File: src/hdl/qclt_pkg.sv
package qclt_pkg;

   localparam int MaxResults = 3;
   localparam int ResIdxW    = 2;

   localparam logic [1:0] KIND_BYTE  = 2'd0;
   localparam logic [1:0] KIND_END   = 2'd1;
   localparam logic [1:0] KIND_ERROR = 2'd2;
   localparam logic [1:0] KIND_DONE  = 2'd3;

   localparam logic [1:0] ERR_NONE     = 2'd0;
   localparam logic [1:0] ERR_FORMAT   = 2'd1;
   localparam logic [1:0] ERR_UNCLOSED = 2'd2;

   localparam logic [1:0] QUOTE_NONE   = 2'd0;
   localparam logic [1:0] QUOTE_DOUBLE = 2'd1;
   localparam logic [1:0] QUOTE_SINGLE = 2'd2;

   localparam logic [7:0] CHAR_DQUOTE    = 8'h22;
   localparam logic [7:0] CHAR_SQUOTE    = 8'h27;
   localparam logic [7:0] CHAR_BACKSLASH = 8'h5C;
   localparam logic [7:0] CHAR_SPACE     = 8'h20;
   localparam logic [7:0] CHAR_TAB       = 8'h09;
   localparam logic [7:0] CHAR_CR        = 8'h0D;
   localparam logic [7:0] CHAR_LF        = 8'h0A;

   typedef struct packed {
      logic [7:0] char_in;
      logic       end_of_command;
   } req_data_type;

   typedef struct packed {
      logic [1:0] result_kind;
      logic [7:0] token_byte;
      logic [1:0] error_code;
      logic       last_of_run;
   } rsp_data_type;

   typedef struct packed {
      logic       in_token;
      logic [1:0] quote_mode;
      logic       escape_pending;
      logic       single_quote_pending;
      logic       just_closed_quote;
      logic       error_latched;
   } state_type;

   typedef struct packed {
      rsp_data_type [MaxResults-1:0] entries;
      logic [ResIdxW-1:0]            count;
   } results_type;

endpackage

File: src/hdl/quoted_command_line_tokenizer.sv
// Shell-style command line tokenizer.
// Input channel req_*: one command byte per transaction; end_of_command marks the
// final byte of a command. Output channel rsp_*: one result per transaction
// (token byte, token end, error, command done); last_of_run flags the final
// result caused by one input byte. A byte causing results gives one to three.
// Latency: results of a byte appear on rsp_* the cycle after it is accepted.
// Throughput: one byte per cycle while each byte causes at most one result and
// rsp_stall is low. A byte causing more results holds off the next byte until
// they drain, one entry a cycle through the result port while rsp_stall is low.
// A byte causing no result never stalls the input.
// Reset (synchronous, active high) clears the tokenizer state and drops any
// results not yet taken. While rsp_stall is high the current result holds;
// req_stall rises once the pending results cannot finish draining this cycle.
// After an error the rest of that command is consumed without results.
module quoted_command_line_tokenizer (
   input  logic                   clock,
   input  logic                   reset,
   input  logic                   req_valid,
   output logic                   req_stall,
   input  qclt_pkg::req_data_type req_data,
   output logic                   rsp_valid,
   input  logic                   rsp_stall,
   output qclt_pkg::rsp_data_type rsp_data
);
   import qclt_pkg::*;

   state_type           state_ff;
   state_type           state_in;
   rsp_data_type        buf_ff [MaxResults];
   logic [ResIdxW-1:0]  cnt_ff;
   logic [ResIdxW-1:0]  idx_ff;
   results_type         results;
   logic                take;
   logic                take_last;
   logic                accept;

   qclt_step u_step (
      .state_in  (state_ff),
      .req_data  (req_data),
      .state_out (state_in),
      .results   (results)
   );

   assign rsp_valid = (cnt_ff != '0);
   assign rsp_data  = buf_ff[idx_ff];
   assign take      = rsp_valid && !rsp_stall;
   assign take_last = take && (idx_ff == cnt_ff - 2'd1);
   assign req_stall = rsp_valid && !take_last;
   assign accept    = req_valid && !req_stall;

   always_ff @(posedge clock) begin
      if (reset) begin
         state_ff <= '0;
         cnt_ff   <= '0;
         idx_ff   <= '0;
      end else if (accept) begin
         state_ff <= state_in;
         cnt_ff   <= results.count;
         idx_ff   <= '0;
      end else if (take_last) begin
         cnt_ff <= '0;
         idx_ff <= '0;
      end else if (take) begin
         idx_ff <= idx_ff + 2'd1;
      end
   end

   always_ff @(posedge clock) begin
      if (accept) begin
         for (int i = 0; i < MaxResults; i++) begin
            buf_ff[i] <= results.entries[i];
         end
      end
   end

`ifndef SYNTHESIS
   a_idx_in_range : assert property (@(posedge clock) disable iff (reset)
      rsp_valid |-> idx_ff < cnt_ff)
      else $error("result index beyond loaded count");

   a_last_flag : assert property (@(posedge clock) disable iff (reset)
      rsp_valid |-> (rsp_data.last_of_run == (idx_ff == cnt_ff - 2'd1)))
      else $error("last_of_run does not match final loaded result");

   a_error_final : assert property (@(posedge clock) disable iff (reset)
      rsp_valid && rsp_data.result_kind == KIND_ERROR |-> rsp_data.last_of_run)
      else $error("error result is not the final result of its byte");

   a_accept_drain : assert property (@(posedge clock) disable iff (reset)
      req_valid && !req_stall && rsp_valid |-> !rsp_stall && rsp_data.last_of_run)
      else $error("new byte accepted while results still pending");
`endif

endmodule

File: src/hdl/qclt_step.sv
module qclt_step (
   input  qclt_pkg::state_type    state_in,
   input  qclt_pkg::req_data_type req_data,
   output qclt_pkg::state_type    state_out,
   output qclt_pkg::results_type  results
);
   import qclt_pkg::*;

   state_type           s;
   results_type         r;
   logic [ResIdxW-1:0]  n;
   logic                handled;
   logic [7:0]          c;
   logic                last;

   function automatic rsp_data_type make_entry(logic [1:0] kind, logic [7:0] data,
                                                logic [1:0] code);
      rsp_data_type e;
      e.result_kind = kind;
      e.token_byte  = data;
      e.error_code  = code;
      e.last_of_run = 1'b0;
      return e;
   endfunction

   function automatic logic is_space(logic [7:0] ch);
      return ch == CHAR_SPACE || ch == CHAR_TAB || ch == CHAR_CR || ch == CHAR_LF;
   endfunction

   always_comb begin
      s       = state_in;
      r       = '0;
      n       = '0;
      handled = 1'b0;
      c       = req_data.char_in;
      last    = req_data.end_of_command;

      if (s.error_latched) begin
         if (last) begin
            s = '0;
         end
      end else begin
         if (s.single_quote_pending) begin
            s.single_quote_pending = 1'b0;
            if (c == CHAR_SQUOTE) begin
               r.entries[n] = make_entry(KIND_BYTE, c, ERR_NONE);
               n = n + 2'd1;
               handled = 1'b1;
            end else begin
               r.entries[n] = make_entry(KIND_END, 8'd0, ERR_NONE);
               n = n + 2'd1;
               s.in_token = 1'b0;
               s.quote_mode = QUOTE_NONE;
               s.just_closed_quote = 1'b1;
            end
         end
         if (!handled && s.escape_pending) begin
            s.escape_pending = 1'b0;
            r.entries[n] = make_entry(KIND_BYTE, c, ERR_NONE);
            n = n + 2'd1;
            handled = 1'b1;
         end
         if (!handled && s.in_token) begin
            handled = 1'b1;
            if (s.quote_mode == QUOTE_DOUBLE) begin
               if (c == CHAR_DQUOTE) begin
                  r.entries[n] = make_entry(KIND_END, 8'd0, ERR_NONE);
                  n = n + 2'd1;
                  s.in_token = 1'b0;
                  s.quote_mode = QUOTE_NONE;
                  s.just_closed_quote = 1'b1;
               end else if (c == CHAR_BACKSLASH) begin
                  if (last) begin
                     r.entries[n] = make_entry(KIND_ERROR, 8'd0, ERR_UNCLOSED);
                     n = n + 2'd1;
                     s.error_latched = 1'b1;
                  end else begin
                     s.escape_pending = 1'b1;
                  end
               end else begin
                  r.entries[n] = make_entry(KIND_BYTE, c, ERR_NONE);
                  n = n + 2'd1;
               end
            end else if (s.quote_mode == QUOTE_SINGLE) begin
               if (c == CHAR_SQUOTE) begin
                  s.single_quote_pending = 1'b1;
               end else begin
                  r.entries[n] = make_entry(KIND_BYTE, c, ERR_NONE);
                  n = n + 2'd1;
               end
            end else begin
               if (is_space(c)) begin
                  r.entries[n] = make_entry(KIND_END, 8'd0, ERR_NONE);
                  n = n + 2'd1;
                  s.in_token = 1'b0;
                  s.quote_mode = QUOTE_NONE;
                  s.just_closed_quote = 1'b0;
               end else if (c == CHAR_DQUOTE) begin
                  r.entries[n] = make_entry(KIND_ERROR, 8'd0, ERR_FORMAT);
                  n = n + 2'd1;
                  s.error_latched = 1'b1;
               end else begin
                  r.entries[n] = make_entry(KIND_BYTE, c, ERR_NONE);
                  n = n + 2'd1;
               end
            end
         end
         if (!handled) begin
            if (is_space(c)) begin
               s.just_closed_quote = 1'b0;
            end else if (s.just_closed_quote) begin
               r.entries[n] = make_entry(KIND_ERROR, 8'd0, ERR_FORMAT);
               n = n + 2'd1;
               s.error_latched = 1'b1;
            end else begin
               s.in_token = 1'b1;
               if (c == CHAR_DQUOTE) begin
                  s.quote_mode = QUOTE_DOUBLE;
               end else if (c == CHAR_SQUOTE) begin
                  s.quote_mode = QUOTE_SINGLE;
               end else begin
                  s.quote_mode = QUOTE_NONE;
                  r.entries[n] = make_entry(KIND_BYTE, c, ERR_NONE);
                  n = n + 2'd1;
               end
            end
         end

         if (last) begin
            if (!s.error_latched) begin
               if (s.single_quote_pending) begin
                  s.single_quote_pending = 1'b0;
                  r.entries[n] = make_entry(KIND_END, 8'd0, ERR_NONE);
                  n = n + 2'd1;
                  s.in_token = 1'b0;
                  s.quote_mode = QUOTE_NONE;
                  s.just_closed_quote = 1'b1;
               end
               if (s.in_token) begin
                  if (s.quote_mode != QUOTE_NONE) begin
                     r.entries[n] = make_entry(KIND_ERROR, 8'd0, ERR_UNCLOSED);
                     n = n + 2'd1;
                     s.error_latched = 1'b1;
                  end else begin
                     r.entries[n] = make_entry(KIND_END, 8'd0, ERR_NONE);
                     n = n + 2'd1;
                     s.in_token = 1'b0;
                  end
               end
               if (!s.error_latched) begin
                  r.entries[n] = make_entry(KIND_DONE, 8'd0, ERR_NONE);
                  n = n + 2'd1;
               end
            end
            s = '0;
         end

         if (n != '0) begin
            r.entries[n - 2'd1].last_of_run = 1'b1;
         end
      end
      r.count = n;
   end

   assign state_out = s;
   assign results   = r;

endmodule
File: config.mk
export PLATFORM = sky130hd
export DESIGN_NAME = quoted_command_line_tokenizer
export DESIGN_NICKNAME = d
export VERILOG_FILES = /design/src/hdl/qclt_pkg.sv /design/src/hdl/quoted_command_line_tokenizer.sv /design/src/hdl/qclt_step.sv
export SDC_FILE = /design/constraint.sdc
export NUM_CORES = 1
export LEC_CHECK = 0
export ABC_AREA = 1
export BUFFER_PORTS_ARGS = -buffer_cell sky130_fd_sc_hd__buf_2
export CAP_MARGIN = 30
export CORE_AREA = 2 2 88 90
export DETAILED_ROUTE_END_ITERATION = 12
export DIE_AREA = 0 0 90 92
export PLACE_DENSITY = 0.8
export SLEW_MARGIN = 20
export SYNTH_ARGS = -nofsm -noshare
export SYNTH_HDL_FRONTEND = slang
export SYNTH_SLANG_ARGS = --single-unit
File: constraint.sdc
create_clock -name clock -period 5.9 [get_ports clock]
set_input_delay 1.18 -clock clock [delete_from_list [all_inputs] [get_ports clock]]
set_output_delay 1.18 -clock clock [all_outputs]
set_load 0.02 [all_outputs]
After elaboration in Yosys (flattened, before gate mapping)
Memory sizes are Yosys's and may differ from the RTL's. A register that Yosys moved wholly into a read port is not among the register bits.
Cells that the tools add are included.
{"block": "op_classes", "order_cmp": 14, "eq_ne": 11, "muxes": 148, "n_reduce_logical": 27, "n_addsub": 9, "bitwise_logic": 24}
{"operator": "39-bit two-way mux", "n": 33}
{"operator": "13-bit demux with 2-bit select", "n": 7}
{"operator": "33-bit bitwise AND", "n": 5}
{"operator": "33-bit NOT", "n": 5}
{"operator": "39-bit bitwise mux", "n": 4}
{"operator": "36-bit bitwise AND", "n": 3}
{"operator": "36-bit NOT", "n": 3}
{"operator": "13-bit two-way mux", "n": 8}
{"operator": "2-bit two-way mux", "n": 40}
{"operator": "3-bit two-way mux", "n": 14}
{"operator": "1-bit two-way mux", "n": 36}
{"operator": "7-bit two-way mux", "n": 5}
{"operator": "6-bit OR", "n": 5}
{"operator": "8-bit by 4-bit == test with 1-bit output, second input constant", "n": 3}
{"operator": "8-bit by 6-bit == test with 1-bit output, second input constant", "n": 3}
{"operator": "2-bit by 3-bit < comparator with 1-bit output, second input constant", "n": 7}
{"operator": "2-bit by 1-bit adder with 2-bit output, second input constant", "n": 7}
{"operator": "2-bit by 1-bit greater-or-equal comparator with 1-bit output, second input constant", "n": 7}
{"operator": "1-bit logical AND", "n": 13}
{"operator": "12-bit two-way mux", "n": 1}
{"operator": "3-bit OR", "n": 3}
{"operator": "8-bit by 7-bit == test with 1-bit output, second input constant", "n": 1}
{"operator": "2-bit nonzero test", "n": 4}
{"operator": "1-bit zero test", "n": 5}
{"operator": "8 further kinds", "n": 11}
{"block": "word_totals", "inputBits": 13, "regBits": 11, "ramBits": 39, "memories": 1}
{"name": "buf_ff", "depth": 3, "width": 13, "rd": 1, "rd_clocked_by_memory_dff": 1, "wr": 3, "line": "quoted_command_line_tokenizer.sv:29", "text": "rsp_data_type buf_ff [MaxResults];"}

Logic depth before layout (Yosys ltp)
{"block": "depth", "depth_word": 46, "ltp_mapped": 32, "mapped_depth_nobuf": 31}

By module
A second synthesis with hierarchy kept.
{"block": "hier_totals", "hier_cells": 500, "hier_area_um2": 3880.0}
{"mod": "quoted_command_line_tokenizer", "instances": 1, "area_per_inst_um2": 2095.8, "cells_each": 183}
{"mod": "qclt_step", "instances": 1, "area_per_inst_um2": 1784.2, "cells_each": 317}

Least setup slack after synthesis
No wires, ideal clock.
{"block": "synth_timing", "path_kind": "input -> register", "startpoint": "input req_data[7] (netlist bit)", "endpoint": "memory buf_ff[0][11] (netlist bit) (data pin)", "setup_slack_ns": 0.735, "path_stages": 30, "setup_time_ns": 0.251, "arrival_time_ns": 4.915, "required_ns": 5.649, "cell_sequence": "buf_6 > clkinv_2 > nand2_2 > nor2_4 > nand2_8 > o21ai_0 > inv_1 > ha_1 > clkbuf_1 > xor2_1 > o21ai_0 > a21oi_2 > nand2_2 > ha_1 > nand2_1 > nand2_1 > ha_1 > nand2_1 > nand2_1 > ha_1 > inv_1 > o21ai_0 > inv_1 > ha_1 > nand3_2 > nand2_1 > inv_2 > nand2_1 > nand3_1 > inv_1"}
{"item": "start: declaration", "line": "quoted_command_line_tokenizer.sv:20", "text": "input qclt_pkg::req_data_type req_data,"}
{"item": "end: declaration", "line": "quoted_command_line_tokenizer.sv:29"}

==> flow_metrics.env <==
export IMPL_status="finished, final reports clean"
export IMPL_core_area_sq_um=7450
export IMPL_irDropWorstVdd_v=0.0000965
export IMPL_period_needed_ps=5290
export IMPL_postRouteAntennaNets=0
export IMPL_die_w_microns=90
export IMPL_syn_inst=569
export IMPL_htreeDepth=2
export IMPL_required_ps=6070
export IMPL_worstMarginPinSlew_ps=852
export IMPL_multi_input_area_sq_um=2440
export IMPL_grt_start_max_net_pins=41
export IMPL_post_cts_buffers=0
export IMPL_grt_pass1_wl_microns=17900
export IMPL_synth_seq_cells=52
export IMPL_areaGrowthSynthToFinish_pct=6.19
export IMPL_max_cap_viol_count=0
export IMPL_synth_nets=594
export IMPL_fin_worst_skew_ps=2.51
export IMPL_rows=32
export IMPL_cts_hold_buf=0
export IMPL_tritoncts="done"
export IMPL_netlist_area_sq_um=4260
export IMPL_route_detailed_wl_per_inst_microns=15.7
export IMPL_drt_iter0_markers=353
export IMPL_diodes=0
export IMPL_numCtsBuffers=5
export IMPL_antenna_found_initial=0
export IMPL_timing_fmax_mhz=189
export IMPL_layout_drive_gt1_share_pct=23.3
export IMPL_die_area_sq_um=8280
export IMPL_netlist_cell_type_count=47
export IMPL_setup_worst_path_end_class="register"
export IMPL_crit_path_start_kind="input pin"
export IMPL_synthFlopType="edfxtp_1"
export IMPL_r2r_start="state_ff[2]"
export IMPL_clock_latency_ps=300
export IMPL_finalCritPeriodShare_pct=89.6
export IMPL_vias_per_cell=5.69
export IMPL_synth_warnings=0
export IMPL_crit_fanout=11
export IMPL_min_from="cnt_ff[1]"
export IMPL_vias=3934
export IMPL_synthArstFlopShare_pct=0
export IMPL_nFillCells=713
export IMPL_first_pass_iters=6
export IMPL_cts_root_buf="clkbuf_8"
export IMPL_grt_pass1_vias=3651
export IMPL_timing_hold_worst_class="reg2reg"
export IMPL_pwr_density_cell_nw_per_um2=246
export IMPL_nets=613
export IMPL_syn_avg_cell_area_sq_um=7.49
export IMPL_p_leak_uw=0.00209
export IMPL_clockBufferDepth=2
export IMPL_synth_largest_area_cell="edfxtp_1"
export IMPL_setup_viol=0
export IMPL_setup_tns_ps=0
export IMPL_register_area_sq_um=1430
export IMPL_crit_arrival_ps=5450
export IMPL_ios=28
export IMPL_synthTopCellsByCount="nand2_1, nor2_1, a21oi_1"
export IMPL_dp_hpwl_microns=8490
export IMPL_setup_worst_path_class="in2reg"
export IMPL_initial_core_util_pct=57.2
export IMPL_rsz0062_at_grt="false"
export IMPL_clkSinkCount=52
export IMPL_final_hold_viol_count=0
export IMPL_die_y_microns=92
export IMPL_slew_headroom_pct=42.8
export IMPL_wl_microns=10900
export IMPL_final_cell_area_sq_um=4530
export IMPL_synth_most_common_cell="nand2_1"
export IMPL_synth_top_area_share_pct=27.5
export IMPL_portBuffers=27
export IMPL_gr_total_overflow=0
export IMPL_synth_edf_count=39
export IMPL_grt_usage_pct=26.9
export IMPL_drc_errors=0
export IMPL_gp_congestion=0.945
export IMPL_setup_worst_path_start="req_data[3]"
export IMPL_slew_viol_final=0
export IMPL_ys_seq_area_share_pct=33.6
export IMPL_cts_reportedPaths_clkPinSlew_ps=90
export IMPL_dpl_cell_area_sq_um=4440
export IMPL_cts_resized=0
export IMPL_yosys_top_cells_area="edfxtp_1, nand2_1, a21oi_1"
-- final cells by class --
type | count | share of cell area [%]
inverter | 75 | 6.36
timing repair buffer | 30 | 3.48
tap | 102 | 2.82
multi-input combinational | 424 | 53.8
sequential | 52 | 31.6
clock buffer | 6 | 1.60
clock inverter | 2 | 0.276
-- layer usage --
metal / track usage [%] / wire (microns)
met1: 37.6 / 4860
met2: 43.4 / 5150
met3: 3.78 / 586
met4: 8.59 / 276
met5: 0 / 0
-- final timing paths --
path         slack (ps)            to  depth (start not counted)
min reg2reg         470     cnt_ff[1]                          2
min                 470     cnt_ff[1]                          2
max                 610  buf_ff[1][5]                         27
max reg2reg        1360  buf_ff[1][5]                         25
-- sequential cells by signal, indices dropped and copies added, names as in the netlist, named ones only --
name,flops
buf_ff,39
cnt_ff,2
state_ff,7
idx_ff,2
-- layout by cell type, fill, tap and decap left out, types with 15 or more instances in the layout --
cell type,n
o21ai_0,16
inv_2,22
inv_1,49
nand2_2,21
nand2_1,124
nand4_1,15
buf_2,27
edfxtp_1,39
nor2_1,58
a21oi_1,53
nand3_1,39
-- through the flow --
step | worst slack (ps) | utilization, % | hold slack [ps] | instances | total power (uW)
floorplan | 735 | - | 444 | 569 | 816
global placement | 542 | 59.6 | 455 | 683 | 914
detailed placement | 347 | 59.6 | 462 | 683 | 922
CTS | 647 | 60.8 | 475 | 691 | 1120
global route | 267 | 60.8 | 501 | 691 | 1180
finish | 614 | 60.8 | 474 | 691 | 1110
-- critical path, stage by stage --
cell and delay, ps:
buf_2 220, nand2_1 130, nor2_4 160, nand2_8 100, o21ai_0 150, inv_1 100
ha_1 400, xor2_1 170, o21ai_0 120, a21oi_2 200, nand2_2 100, ha_1 280
nand2_1 100, nand2_1 90, ha_1 290, nand2_1 120, nand2_1 110, ha_1 310
inv_1 40, o21ai_0 260, inv_1 110, ha_1 220, nand2_1 70, nand3_1 90
nand2_2 100, nand2_4 100, nor2_2 130
-- report_power, final --
group / switching, uW / leakage, uW / internal (uW)
Clock: 113 / 0.0000412 / 83.1
Sequential: 21.7 / 0.000492 / 468
Combinational: 293 / 0.00156 / 136
Total: 428 / 0.00209 / 686
-- cell families (layout without fill, tap and decap cells) --
family | count (synthesis) | count (layout) | share of synthesized area, %
adder cells (fa/ha/maj) | 12 | 12 | 3.52
flip-flops | 52 | 52 | 33.6
buffers and inverters | 93 | 113 | 9.25
AO/OA/AOI/OAI | 94 | 94 | 13.4
XOR/XNOR | 3 | 3 | 0.616
AND/OR/NAND/NOR | 315 | 315 | 39.7
(Power assumes the default switching activity.)
